--- config.mk ---
export PLATFORM = sky130hd
export DESIGN_NAME = otf_mul
export DESIGN_NICKNAME = d
export VERILOG_FILES = /design/src/rtl/otf_pkg.sv /design/src/rtl/otf_mul.sv
export SDC_FILE = /design/constraint.sdc
export NUM_CORES = 1
export LEC_CHECK = 0
export ABC_AREA = 1
export BUFFER_PORTS_ARGS = -buffer_cell sky130_fd_sc_hd__buf_2
export CORE_ASPECT_RATIO = 0.5
export CORE_MARGIN = 2
export CORE_UTILIZATION = 64
export CTS_CLUSTER_SIZE = 20
export DETAILED_ROUTE_END_ITERATION = 10
export PLACE_DENSITY_LB_ADDON = 0.05
export SETUP_SLACK_MARGIN = 0.02
export SKIP_CTS_REPAIR_TIMING = 1
export SYNTH_ARGS = -nofsm -noshare
export SYNTH_HDL_FRONTEND = slang
export SYNTH_SLANG_ARGS = --single-unit
--- constraint.sdc ---
create_clock -name aclk -period 11.3 [get_ports aclk]
set_clock_uncertainty 0.2 [all_clocks]
set_input_delay 0.565 -clock aclk [delete_from_list [all_inputs] [get_ports aclk]]
set_output_delay 0.565 -clock aclk [all_outputs]
set_load 0.05 [all_outputs]
--- src/rtl/otf_pkg.sv ---
// Shared constants, types and the gray conversion for the Otsu threshold finder.
`timescale 1ns / 1ps
package otf_pkg;

    localparam int GRAY_BINS      = 256;
    localparam int GRAY_AW        = $clog2(GRAY_BINS);
    localparam int DEF_COUNT_BITS = 24;
    localparam int TOTAL_W        = 25;

    typedef struct packed {
        logic               we;
        logic [GRAY_AW-1:0] waddr;
        logic [GRAY_AW-1:0] raddr;
    } hist_req_t;

    // round((r+g+b)/3): (s*683)>>11 is exact floor(s/3) for s below 2047
    function automatic logic [7:0] gray_of(input logic [7:0] r, input logic [7:0] g,
                                           input logic [7:0] b);
        logic [9:0]  s;
        logic [20:0] p;
        s = {2'b00, r} + {2'b00, g} + {2'b00, b} + 10'd1;
        p = {11'd0, s} * 21'd683;
        return p[18:11];
    endfunction

endpackage

--- src/rtl/otf_mul.sv ---
// Shift-and-add multiplier, one multiplier bit per cycle.
`timescale 1ns / 1ps
module otf_mul #(
    parameter int WA = 64,
    parameter int WB = 32
) (
    input  logic          aclk,
    input  logic          aresetn,
    input  logic          start,
    input  logic [WA-1:0] a,
    input  logic [WB-1:0] b,
    output logic          busy,
    output logic          done,
    output logic [WA-1:0] product
);
    import otf_pkg::*;

    logic [WA-1:0] acc_reg, a_reg;
    logic [WB-1:0] b_reg;
    logic          busy_reg, done_reg;

    always_ff @(posedge aclk) begin
        if (!aresetn) begin
            busy_reg <= 1'b0;
            done_reg <= 1'b0;
        end else begin
            done_reg <= 1'b0;
            if (start) begin
                busy_reg <= 1'b1;
            end else if (busy_reg && (b_reg == '0)) begin
                busy_reg <= 1'b0;
                done_reg <= 1'b1;
            end
        end
    end

    always_ff @(posedge aclk) begin
        if (start) begin
            acc_reg <= '0;
            a_reg   <= a;
            b_reg   <= b;
        end else if (busy_reg && (b_reg != '0)) begin
            if (b_reg[0]) begin
                acc_reg <= acc_reg + a_reg;
            end
            a_reg <= a_reg << 1;
            b_reg <= b_reg >> 1;
        end
    end

    assign busy    = busy_reg;
    assign done    = done_reg;
    assign product = acc_reg;

    a_no_restart: assert property (@(posedge aclk) disable iff (!aresetn)
        start |-> !busy_reg) else $error("multiplier restarted while busy");
    a_done_idle: assert property (@(posedge aclk) disable iff (!aresetn)
        done_reg |-> !busy_reg) else $error("done while still busy");

endmodule

==> metrics.txt, run 1 <==
cell taking the most area after synthesis=nand2_1; Post-DP HPWL=27700 um; utilization of the core after routing=74.9%; final WL=36500 um; Warnings, synthesis=0; Top FF cell, synth=edfxtp_1; Synth Register Bits=~160; # DRC=0; Max-Cap Viols=0; min Tclk post-route=3420 ps; outcome=finished, final reports clean; Die ar.=between 0.02 and 0.025 mm^2; worst-skew pair later-pin latency=about 470 ps; Vias=approximately 13000; Syn Nets=2199; CP cell instances=inv_1 > nand4_1 > nor2_1 > nand3_1 > or2_4 > nand3_4 > inv_2 > nand3_1 > nand2_1 > inv_1; CTS H-tree lvls=4; IO Count=165; Worst Path Buf+Inv=3; final net count=2345; Crit path largest cell delay=~1200 ps; Yosys cell types=26; Total Power=1.84 mW; clk root buf=clkbuf_16; WP data required=11460 ps; drt first pass iters=5; CP startpoint kind=register; number of flops mapped to enable cells by yosys=96; CORE AREA=0.0187 mm^2; Final Slew Violations=0; worst-path fanout max=70; Setup WS post-layout=around 8000 ps; Initial Utilization=66.4%; Chip Height=102 um; all-layer global routing usage=between 30% and 40%; CTS Buf Count=17; unrepaired setup endpoints after global routing=no; Synth area leaders=nand2_1 28%, edfxtp_1 23%, inv_1 13%; IO buf count=164; die width=201 um; Post-synth ARST share=0%; Arrival @ worst endpoint=3580 ps; largest net degree at the start of global routing=92; Final Setup Violations=0; CTS clk-pin slew, worst paths=70 ps; Hold Violations, Final=0; WL per Instance=14.9 um; hold crit path type=in2reg; kind of critical path=reg2reg; CTS sink cnt=162; count leader, synth=nand2_1; layout cells sized above 1=9.38%; CTS tree=built; Max VDD drop=approximately 0.00010 V; Tightest Pin Transition=1230 ps; antenna cells=0; post-placement setup slack=7960 ps; Post-Syn Instances=2036; post-DR vias/cell=5.19; first-pass GRT wire length=58100 um; row cnt=35; CP endpoint kind=register; syn_area_per_cell=6.08 um^2; family with the most delay on the worst path=buffers and inverters; Max stage delay cell, worst path=inv_2; Post-synth top cells=925 x nand2_1, 417 x inv_1, 134 x nor2_1, 98 x a21oi_1, 96 x edfxtp_1; GRT overflow=0; Synth top area share=28.0%; initial DRC count=1145; number of global-route vias before repair=11600; sequential share of the synthesized area=34.0%; Routed Antenna Nets=0; setup_tns=0 ps; initial antenna violation count=0; PD cells=~130 mW/mm^2; Layout area overhead=12.9%; Leakage=8.11 nW; Bufs on Longest Clock Path=2; routability cong.=1.03; Slew headroom=between 10% and 20%; synthesized area=0.0124 mm^2; fmax=0.293 GHz; Final period util=a little under a third
-- path summary, 6_finish.rpt --
kind                from          end  slack, ps  cells past startpoint
max reg2reg     b_reg[0]  product[42]       7880                     10
max             b_reg[0]  product[42]       7880                     10
min                b[31]    b_reg[31]        160                      3
min reg2reg  product[13]  product[13]        290                      2
-- area by class of cell --
cell class                      instances  area (um^2)
Tap cell                              259          324
Clock inverter                         15          180
Timing Repair Buffer                  168          853
Multi-Input combinational cell       1415         6420
Sequential cell                       162         4200
Inverter                              418         1570
Clock buffer                           17          425
Fill cell                            1604         4670
-- worst reg2reg max path, delay by kind of cell (launching register included) --
family / cells / cell delay (ps)
buffers and inverters: 3 / 1350
DFF: 1 / 400
and+or+nand+nor: 7 / 1380
-- cell families after synthesis --
family / count (synthesis) / share of synthesized area (%)
adders and majority gates: 64 / 6.53
AOI/OAI and AO/OA: 129 / 5.32
buffers and inverters: 459 / 14.2
and+or+nand+nor: 1193 / 37.9
DFF: 162 / 34.0
xor gates and xnor gates: 29 / 2.05
-- layer usage --
| metal | share of wire [%] | vias to the layer above | global-route usage [%] |
|---|---|---|---|
| li1 | - | 6441 | - |
| met1 | 45 | 5710 | 48.8 |
| met2 | 44 | 515 | 59.3 |
| met3 | 9.3 | 64 | 7.56 |
| met4 | 2.0 | 0 | 10.8 |
| met5 | 0 | - | 0 |
-- metrics by stage --
step / instances / instance area, um^2 / hold slack (ps)
detailed placement: 2422 / 13400 / 280
global route: 2454 / 14000 / 171
global placement: 2422 / 13400 / 274
CTS: 2454 / 14000 / 155
floorplan: 2036 / 12400 / 313
finish: 2454 / 14000 / 159
-- report_power, final --
part           internal, mW  switching (mW)  leakage [nW]
Combinational         0.155           0.362          6.30
Clock                 0.299           0.295         0.285
Sequential            0.689          0.0365          1.53
-- cells in the final DEF, fill, tap and decap left out, types with 2 or more instances in the layout --
master / instances
dfxtp_1: 66
edfxtp_1: 96
a21boi_0: 2
clkbuf_16: 17
nor3_1: 14
and2_1: 3
clkinv_8: 5
nor4_1: 6
buf_2: 163
xor2_1: 14
buf_4: 5
xnor2_1: 15
clkinvlp_4: 3
inv_1: 416
o21bai_1: 3
o21ai_0: 26
nor2_1: 134
a21oi_1: 98
nand2_1: 924
inv_2: 2
ha_1: 63
nand4_1: 15
nand3_1: 93
inv_8: 6
(Power assumes the default switching activity.)
==> run 2: changes to the inputs <==
- CORE_UTILIZATION: 64 -> 59
- clock period: 11.3 -> 3.5 ns (I/O delays scaled with it)
==> run 2 against run 1 <==
  * The run now ends with hold timing left
  * Clock power grew to 3.2 times the previous value
  * Critical endpoint is now product[60]
  * First-iteration DRC count rose by 28%
  * Die area is 8.2% higher
  * Fmax is 17% higher
  * Routed wire length is 18% higher
  * Clock-buffer cell count stayed put
  * Global-route usage shrank 1.2 points
  * Non-clock buffer count grew 98
  * Setup slack worse by 7300 ps
  * Total power increased to 3.3 times the previous value
==> metrics.txt, run 2 (synthesis results as in run 1) <==
failing checks=hold timing; CTS sink cnt=162; post-DR vias/cell=5.31; Max stage delay cell, worst path=fa_1; final design instance area without fill=0.0150 mm^2; all-layer global routing usage=34.9%; commonest cells after routing, fill and taps aside=924 x nand2_1, 416 x inv_1, 163 x buf_2, 134 x nor2_1, 98 x a21oi_1; cell mode on critical path=nand2_1; reg-to-reg slack, setup=590 ps; hold crit path type=in2reg; Max VDD drop=0.000424 V; unrepaired setup endpoints after global routing=no; worst r2r src=a_reg[0]; PD cells=406 mW/mm^2; min Tclk post-route=roughly 2900 ps; fmax=0.344 GHz; Vias=13600; sequential share of power=slightly below 40%; worst-skew pair later-pin latency=about 470 ps; CTS H-tree lvls=4; GRT overflow=0; commonest non-fill, non-tap cell in the layout=nand2_1; initial DRC count=~1500; Clock power frac=31.1%; drt first pass iters=7; Sw Pwr=approximately 2.3 mW; clk root buf=clkbuf_16; Layout area overhead=20.8%; Max-Cap Viols=0; IO buf count=between 150 and 200; FILL cells=1698; Post-DP HPWL=just under 30000 um; Arrival @ worst endpoint=3070 ps; Die ar.=0.0222 mm^2; register cell area after layout=0.00420 mm^2; Bufs on Longest Clock Path=2; largest net degree at the start of global routing=92; Switching Fraction=a little under two fifths; r2r worst-path depth=14; # DRC=0; Final period util=slightly above 80%; Final Slew Violations=0; Leakage=8.53 nW; Levels on crit path=14; Hold Crit Depth=3; WP data required=3660 ps; kind of critical path=reg2reg; die width=209 um; first-pass GRT wire length=about 60000 um; final net count=2443; initial antenna violation count=2; area occupied by multi-input gates=0.00642 mm^2; Final Setup Violations=0; reg-to-reg endpoint=product[60]; CP endpoint kind=register; Slew headroom=28.4%; Hold WS=-3.88 ps; Initial Utilization=60.2%; row cnt=37; Chip Height=106 um; worst-path fanout max=4; Hold EP=a_reg[63]; CTS Buf Count=17; Logic pwr share=30.1%; family with the most delay on the worst path=simple AND/OR/NAND/NOR gates; Internal Power=~3.7 mW; CORE AREA=around 0.02 mm^2; layout cells sized above 1=approximately 9.0%; hold path start=a[63]; CTS clk-pin slew, worst paths=80 ps; IO Count=165; Area after DPL=~0.013 mm^2; setup_tns=0 ps; final WL=roughly 43000 um; Routed Antenna Nets=0; outcome=finished with violations; routability cong.=between 1 and 1.5; number of global-route vias before repair=around 12000; WL per Instance=16.8 um; CP startpoint kind=register; CTS tree=built; Crit path largest cell delay=470 ps; Worst Path Buf+Inv=2; Hold Violations, Final=1; Tightest Pin Transition=approximately 1100 ps; CP cell instances=ha_1 > fa_1 > nand3_1 > nand3_1 > inv_1 > nor2_1 > o21ai_0 > nand2_1 > nand2_1 > nand2_1 > nand2_1 > nand3_1 > nand2_1 > inv_1
==> run 2: cell count changes in the layout (fill, tap and decap cells not counted), sizes merged <==
cell         delta
dlygate4sd3    +95
buf             +3
inv             +3
clkinvlp        -3
diode           +2
==> run 2: cell type report <==
type	count	area share, %
Antenna cell	2	0.0335
Clock buffer	17	2.84
Clock inverter	15	0.920
Inverter	418	10.5
Multi-Input combinational cell	1415	42.9
Sequential cell	162	28.1
Tap cell	273	2.28
Timing Repair Buffer	266	12.4
==> run 2: per-stage QoR <==
| step | power (mW) | hold slack (ps) | util (%) | setup WS, ps | std cells |
|---|---|---|---|---|---|
| 5_1_grt | 6.33 | 31.7 | 72.8 | 419 | 2566 |
| 3_3_place_gp | 4.03 | 230 | 65.4 | 806 | 2439 |
| 6_report | 6.08 | -3.88 | 72.8 | 591 | 2568 |
| 3_5_place_dp | 4.05 | 234 | 65.4 | 800 | 2439 |
| 4_1_cts | 5.89 | -246 | 68.1 | 774 | 2471 |
| 2_1_floorplan | 3.56 | 122 | - | 707 | 2036 |
==> run 2: power by group through the flow <==
stage	Combinational (mW)	Clock, mW	Sequential, mW
after floorplan	1.02	0	2.54
after global placement	1.65	0	2.38
after detailed placement	1.67	0	2.39
after CTS	1.68	1.86	2.35
after global routing	2.00	1.96	2.37
final	1.83	1.89	2.36
==> run 2: worst max path at each step <==
stage,startpoint,end,slack [ps]
final,a_reg[0],product[60],590
after global routing,a_reg[0],product[44],420
after CTS,a_reg[0],product[60],770
after detailed placement,a_reg[0],product[56],800
after global placement,a_reg[0],product[56],810
after floorplan,b_reg[0],a_reg[0],710
==> run 2: layer usage <==
layer  share of wire, %  vias up  GRT usage (%)
li1                   -     6650              -
met1                 41     6120           47.7
met2                 45      726           54.8
met3                9.9      127           8.30
met4                3.3        2           11.5
met5              0.025        -              0
==> run 2: worst register-to-register path: stages (launching register included) <==
cell and delay [ps]:
edfxtp_1 460, ha_1 300, fa_1 470, nand3_1 130, nand3_1 190, inv_1 100, nor2_1 60, o21ai_0 200
nand2_1 230, nand2_1 150, nand2_1 70, nand2_1 70, nand3_1 70, nand2_1 70, inv_1 40
==> run 3: changes to the inputs <==
- ABC_AREA: 1 -> 0
- CORE_UTILIZATION: 59 -> 52
- clock period: 3.5 -> 2.6 ns (I/O delays scaled with it)
==> run 3 against run 2 <==
  * The run ends with setup timing left
  * Largest cell class unchanged
  * Sequential power up 36%
  * Largest power group is now combinational cells
  * Critical path depth down 1
  * Clock-buffer cell count unchanged
  * Combinational power up 78%
  * Fmax down 14%
  * Total power up 48%
  * Global-route usage down 5.9 points
  * Setup slack worse by 1400 ps
==> metrics.txt, run 3 <==
outcome=finished with violations; failing checks=setup timing; Routed Antenna Nets=0; # DRC=0; WP data required=2770 ps; Hold EP=product[57]; largest net degree at the start of global routing=just under 80; drt first pass iters=5; Hold Violations, Final=0; GR Util met1=38.5%; hold path start=product[57]; CTS sink cnt=162; IO buf count=164; CP startpoint kind=register; Total Power=9.00 mW; worst-skew pair later-pin latency=450 ps; r2r worst-path depth=13; Bufs on Longest Clock Path=2; Warnings, synthesis=0; worst-path fanout max=3; number of flops mapped to enable cells by yosys=96; PD cells=roughly 570 mW/mm^2; GR peak layer=met2; first-pass GRT wire length=47500 um; Die ar.=between 0.02 and 0.025 mm^2; Synth Register Bits=~160; CTS Buf Count=17; Leakage=6.92 nW; Max-Cap Viols=0; Tightest Pin Transition=519 ps; commonest cells after routing, fill and taps aside=258 x buf_4, 163 x buf_2, 135 x nand2_1, 98 x dlygate4sd3_1; Synth Area in Compound Gates=17.8%; final net count=1699; Final Setup Violations=50; Max stage delay cell, worst path=or4_1; Initial Utilization=53.9%; reg-to-reg slack, setup=-780 ps; all-layer global routing usage=29.1%; CORE AREA=0.0187 mm^2; Final period util=130%; cell taking the most area after synthesis=edfxtp_1; CTS clk-pin slew, worst paths=70 ps; Synth area leaders=edfxtp_1 29%, dfxtp_1 13%, mux2_2 11%; Post-DP HPWL=22300 um; initial DRC count=613; initial antenna violation count=0; adder-cell share of the synthesized area=8.02%; CP cell instances=ha_4 > fa_2 > a21o_1 > nand4_1 > a31o_2 > a2111oi_4 > buf_4 > nor2_4 > o21a_4 > o21ai_4 > a31oi_2 > or4_1 > nand3_1; kind of critical path=reg2reg; worst r2r src=a_reg[0]; antenna cells=0; utilization of the core after routing=84.1%; syn_area_per_cell=9.70 um^2; Syn Nets=about 1200; Slew headroom=65.4%; Chip Height=roughly 100 um; final WL=33600 um; simple-gate share of the synthesized area=14.6%; number of global-route vias before repair=about 9600; count leader, synth=nand2_1; unrepaired setup endpoints after global routing=yes; WL per Instance=between 15 and 20 um; Final Slew Violations=0; row cnt=35; die width=between 200 and 250 um; post-DR vias/cell=approximately 5.7; largest family of logic cells by synthesized area=compound AO/OA/AOI/OAI gates; hold crit path type=reg2reg; Post-synth top cells=138 x nand2_1, 118 x a21oi_1, 96 x edfxtp_1, 96 x mux2_2, 66 x dfxtp_1; Layout area overhead=56.1%; family with the most delay on the worst path=compound AO/OA/AOI/OAI gates; GR Util met3=6.03%; Cells after DPL=1667; Crit path largest cell delay=400 ps; setup_tns=-20630 ps; Top FF cell, synth=edfxtp_1; clk root buf=clkbuf_16; Setup WS post-layout=-781 ps; CTS H-tree lvls=4; post-synthesis xor/xnor area fraction=approximately 4.0%; CP endpoint kind=register; post-route insts no fill=1808; synthesized area=0.0101 mm^2; Worst Path Buf+Inv=1; Hold Crit Depth=2; min Tclk post-route=3380 ps; Yosys cell types=67; Vias=10200; Area after DPL=between 0.01 and 0.015 mm^2; Post-synth ARST share=0%; layout cells sized above 1=47.8%; mux share of post-synthesis cell area=10.9%; reg-to-reg endpoint=product[32]; Synth top area share=28.6%; CTS tree=built; M2 GR Usage=48.3%; IO Count=165; fmax=0.296 GHz; Crit. Startpoint=a_reg[0]; Arrival @ worst endpoint=3550 ps; commonest non-fill, non-tap cell in the layout=buf_4; sequential share of the synthesized area=41.7%; GRT overflow=0; final design instance area without fill=between 0.015 and 0.02 mm^2; Max VDD drop=approximately 0.00043 V; routability cong.=0.957; Post-Syn Instances=1038
## run 3: cell count changes in the layout (fill, tap and decap cells not counted), sizes merged, moves of 35 or more
cell   before  now
a21o        0   35
inv       428   20
nor2      134   44
nand2     925  138
mux2        0   96
nand3      94   33
buf       171  441
## run 3: cells by family after synthesis
kind of cell	Yosys count
adder cells (fa/ha/maj)	64
AND/OR/NAND/NOR	313
flip-flops	162
multiplexers	98
buffers and inverters	72
XOR/XNOR	46
AO/OA/AOI/OAI	283
## run 3: layer usage
layer | up-vias | share of wire (%)
met3 | 76 | 5.8
met5 | - | 0
met1 | 4907 | 43
met4 | 0 | 2.2
met2 | 378 | 49
li1 | 4886 | -
## run 3: area by class of cell
class,count,area (um^2)
flip-flops and latches,162,4320
multi-input cells,804,6430
fillers,1063,2980
repair buffers,539,4010
clock inverters,15,161
clock buffers,17,425
well taps,259,324
inverters,12,45.0
## run 3: power breakdown
| group | internal [mW] | leakage (nW) | switching [mW] |
|---|---|---|---|
| Sequential | 3.02 | 1.54 | 0.198 |
| Combinational | 1.55 | 5.10 | 1.70 |
| Clock | 1.29 | 0.286 | 1.25 |
## run 3: stage by stage
step | setup slack (ps) | hold WS (ps)
finish | -781 | 283
global route | -906 | 280
CTS | -816 | -287
detailed placement | -785 | 177
global placement | -712 | 151
floorplan | -390 | 51.7
## run 3: worst min-delay path, delay by kind of cell (launching register included)
kind	cells	cell delay, ps
flops	1	330
simple gates	1	60
compound gates	1	50
## run 3: worst max path at each step
stage                             end  depth (start not counted)  slack (ps)
after CTS                 product[63]                         11        -820
after global routing      product[32]                         13        -910
final                     product[32]                         13        -780
after floorplan           product[32]                         12        -390
after detailed placement  product[63]                         11        -780
after global placement    product[63]                         11        -710
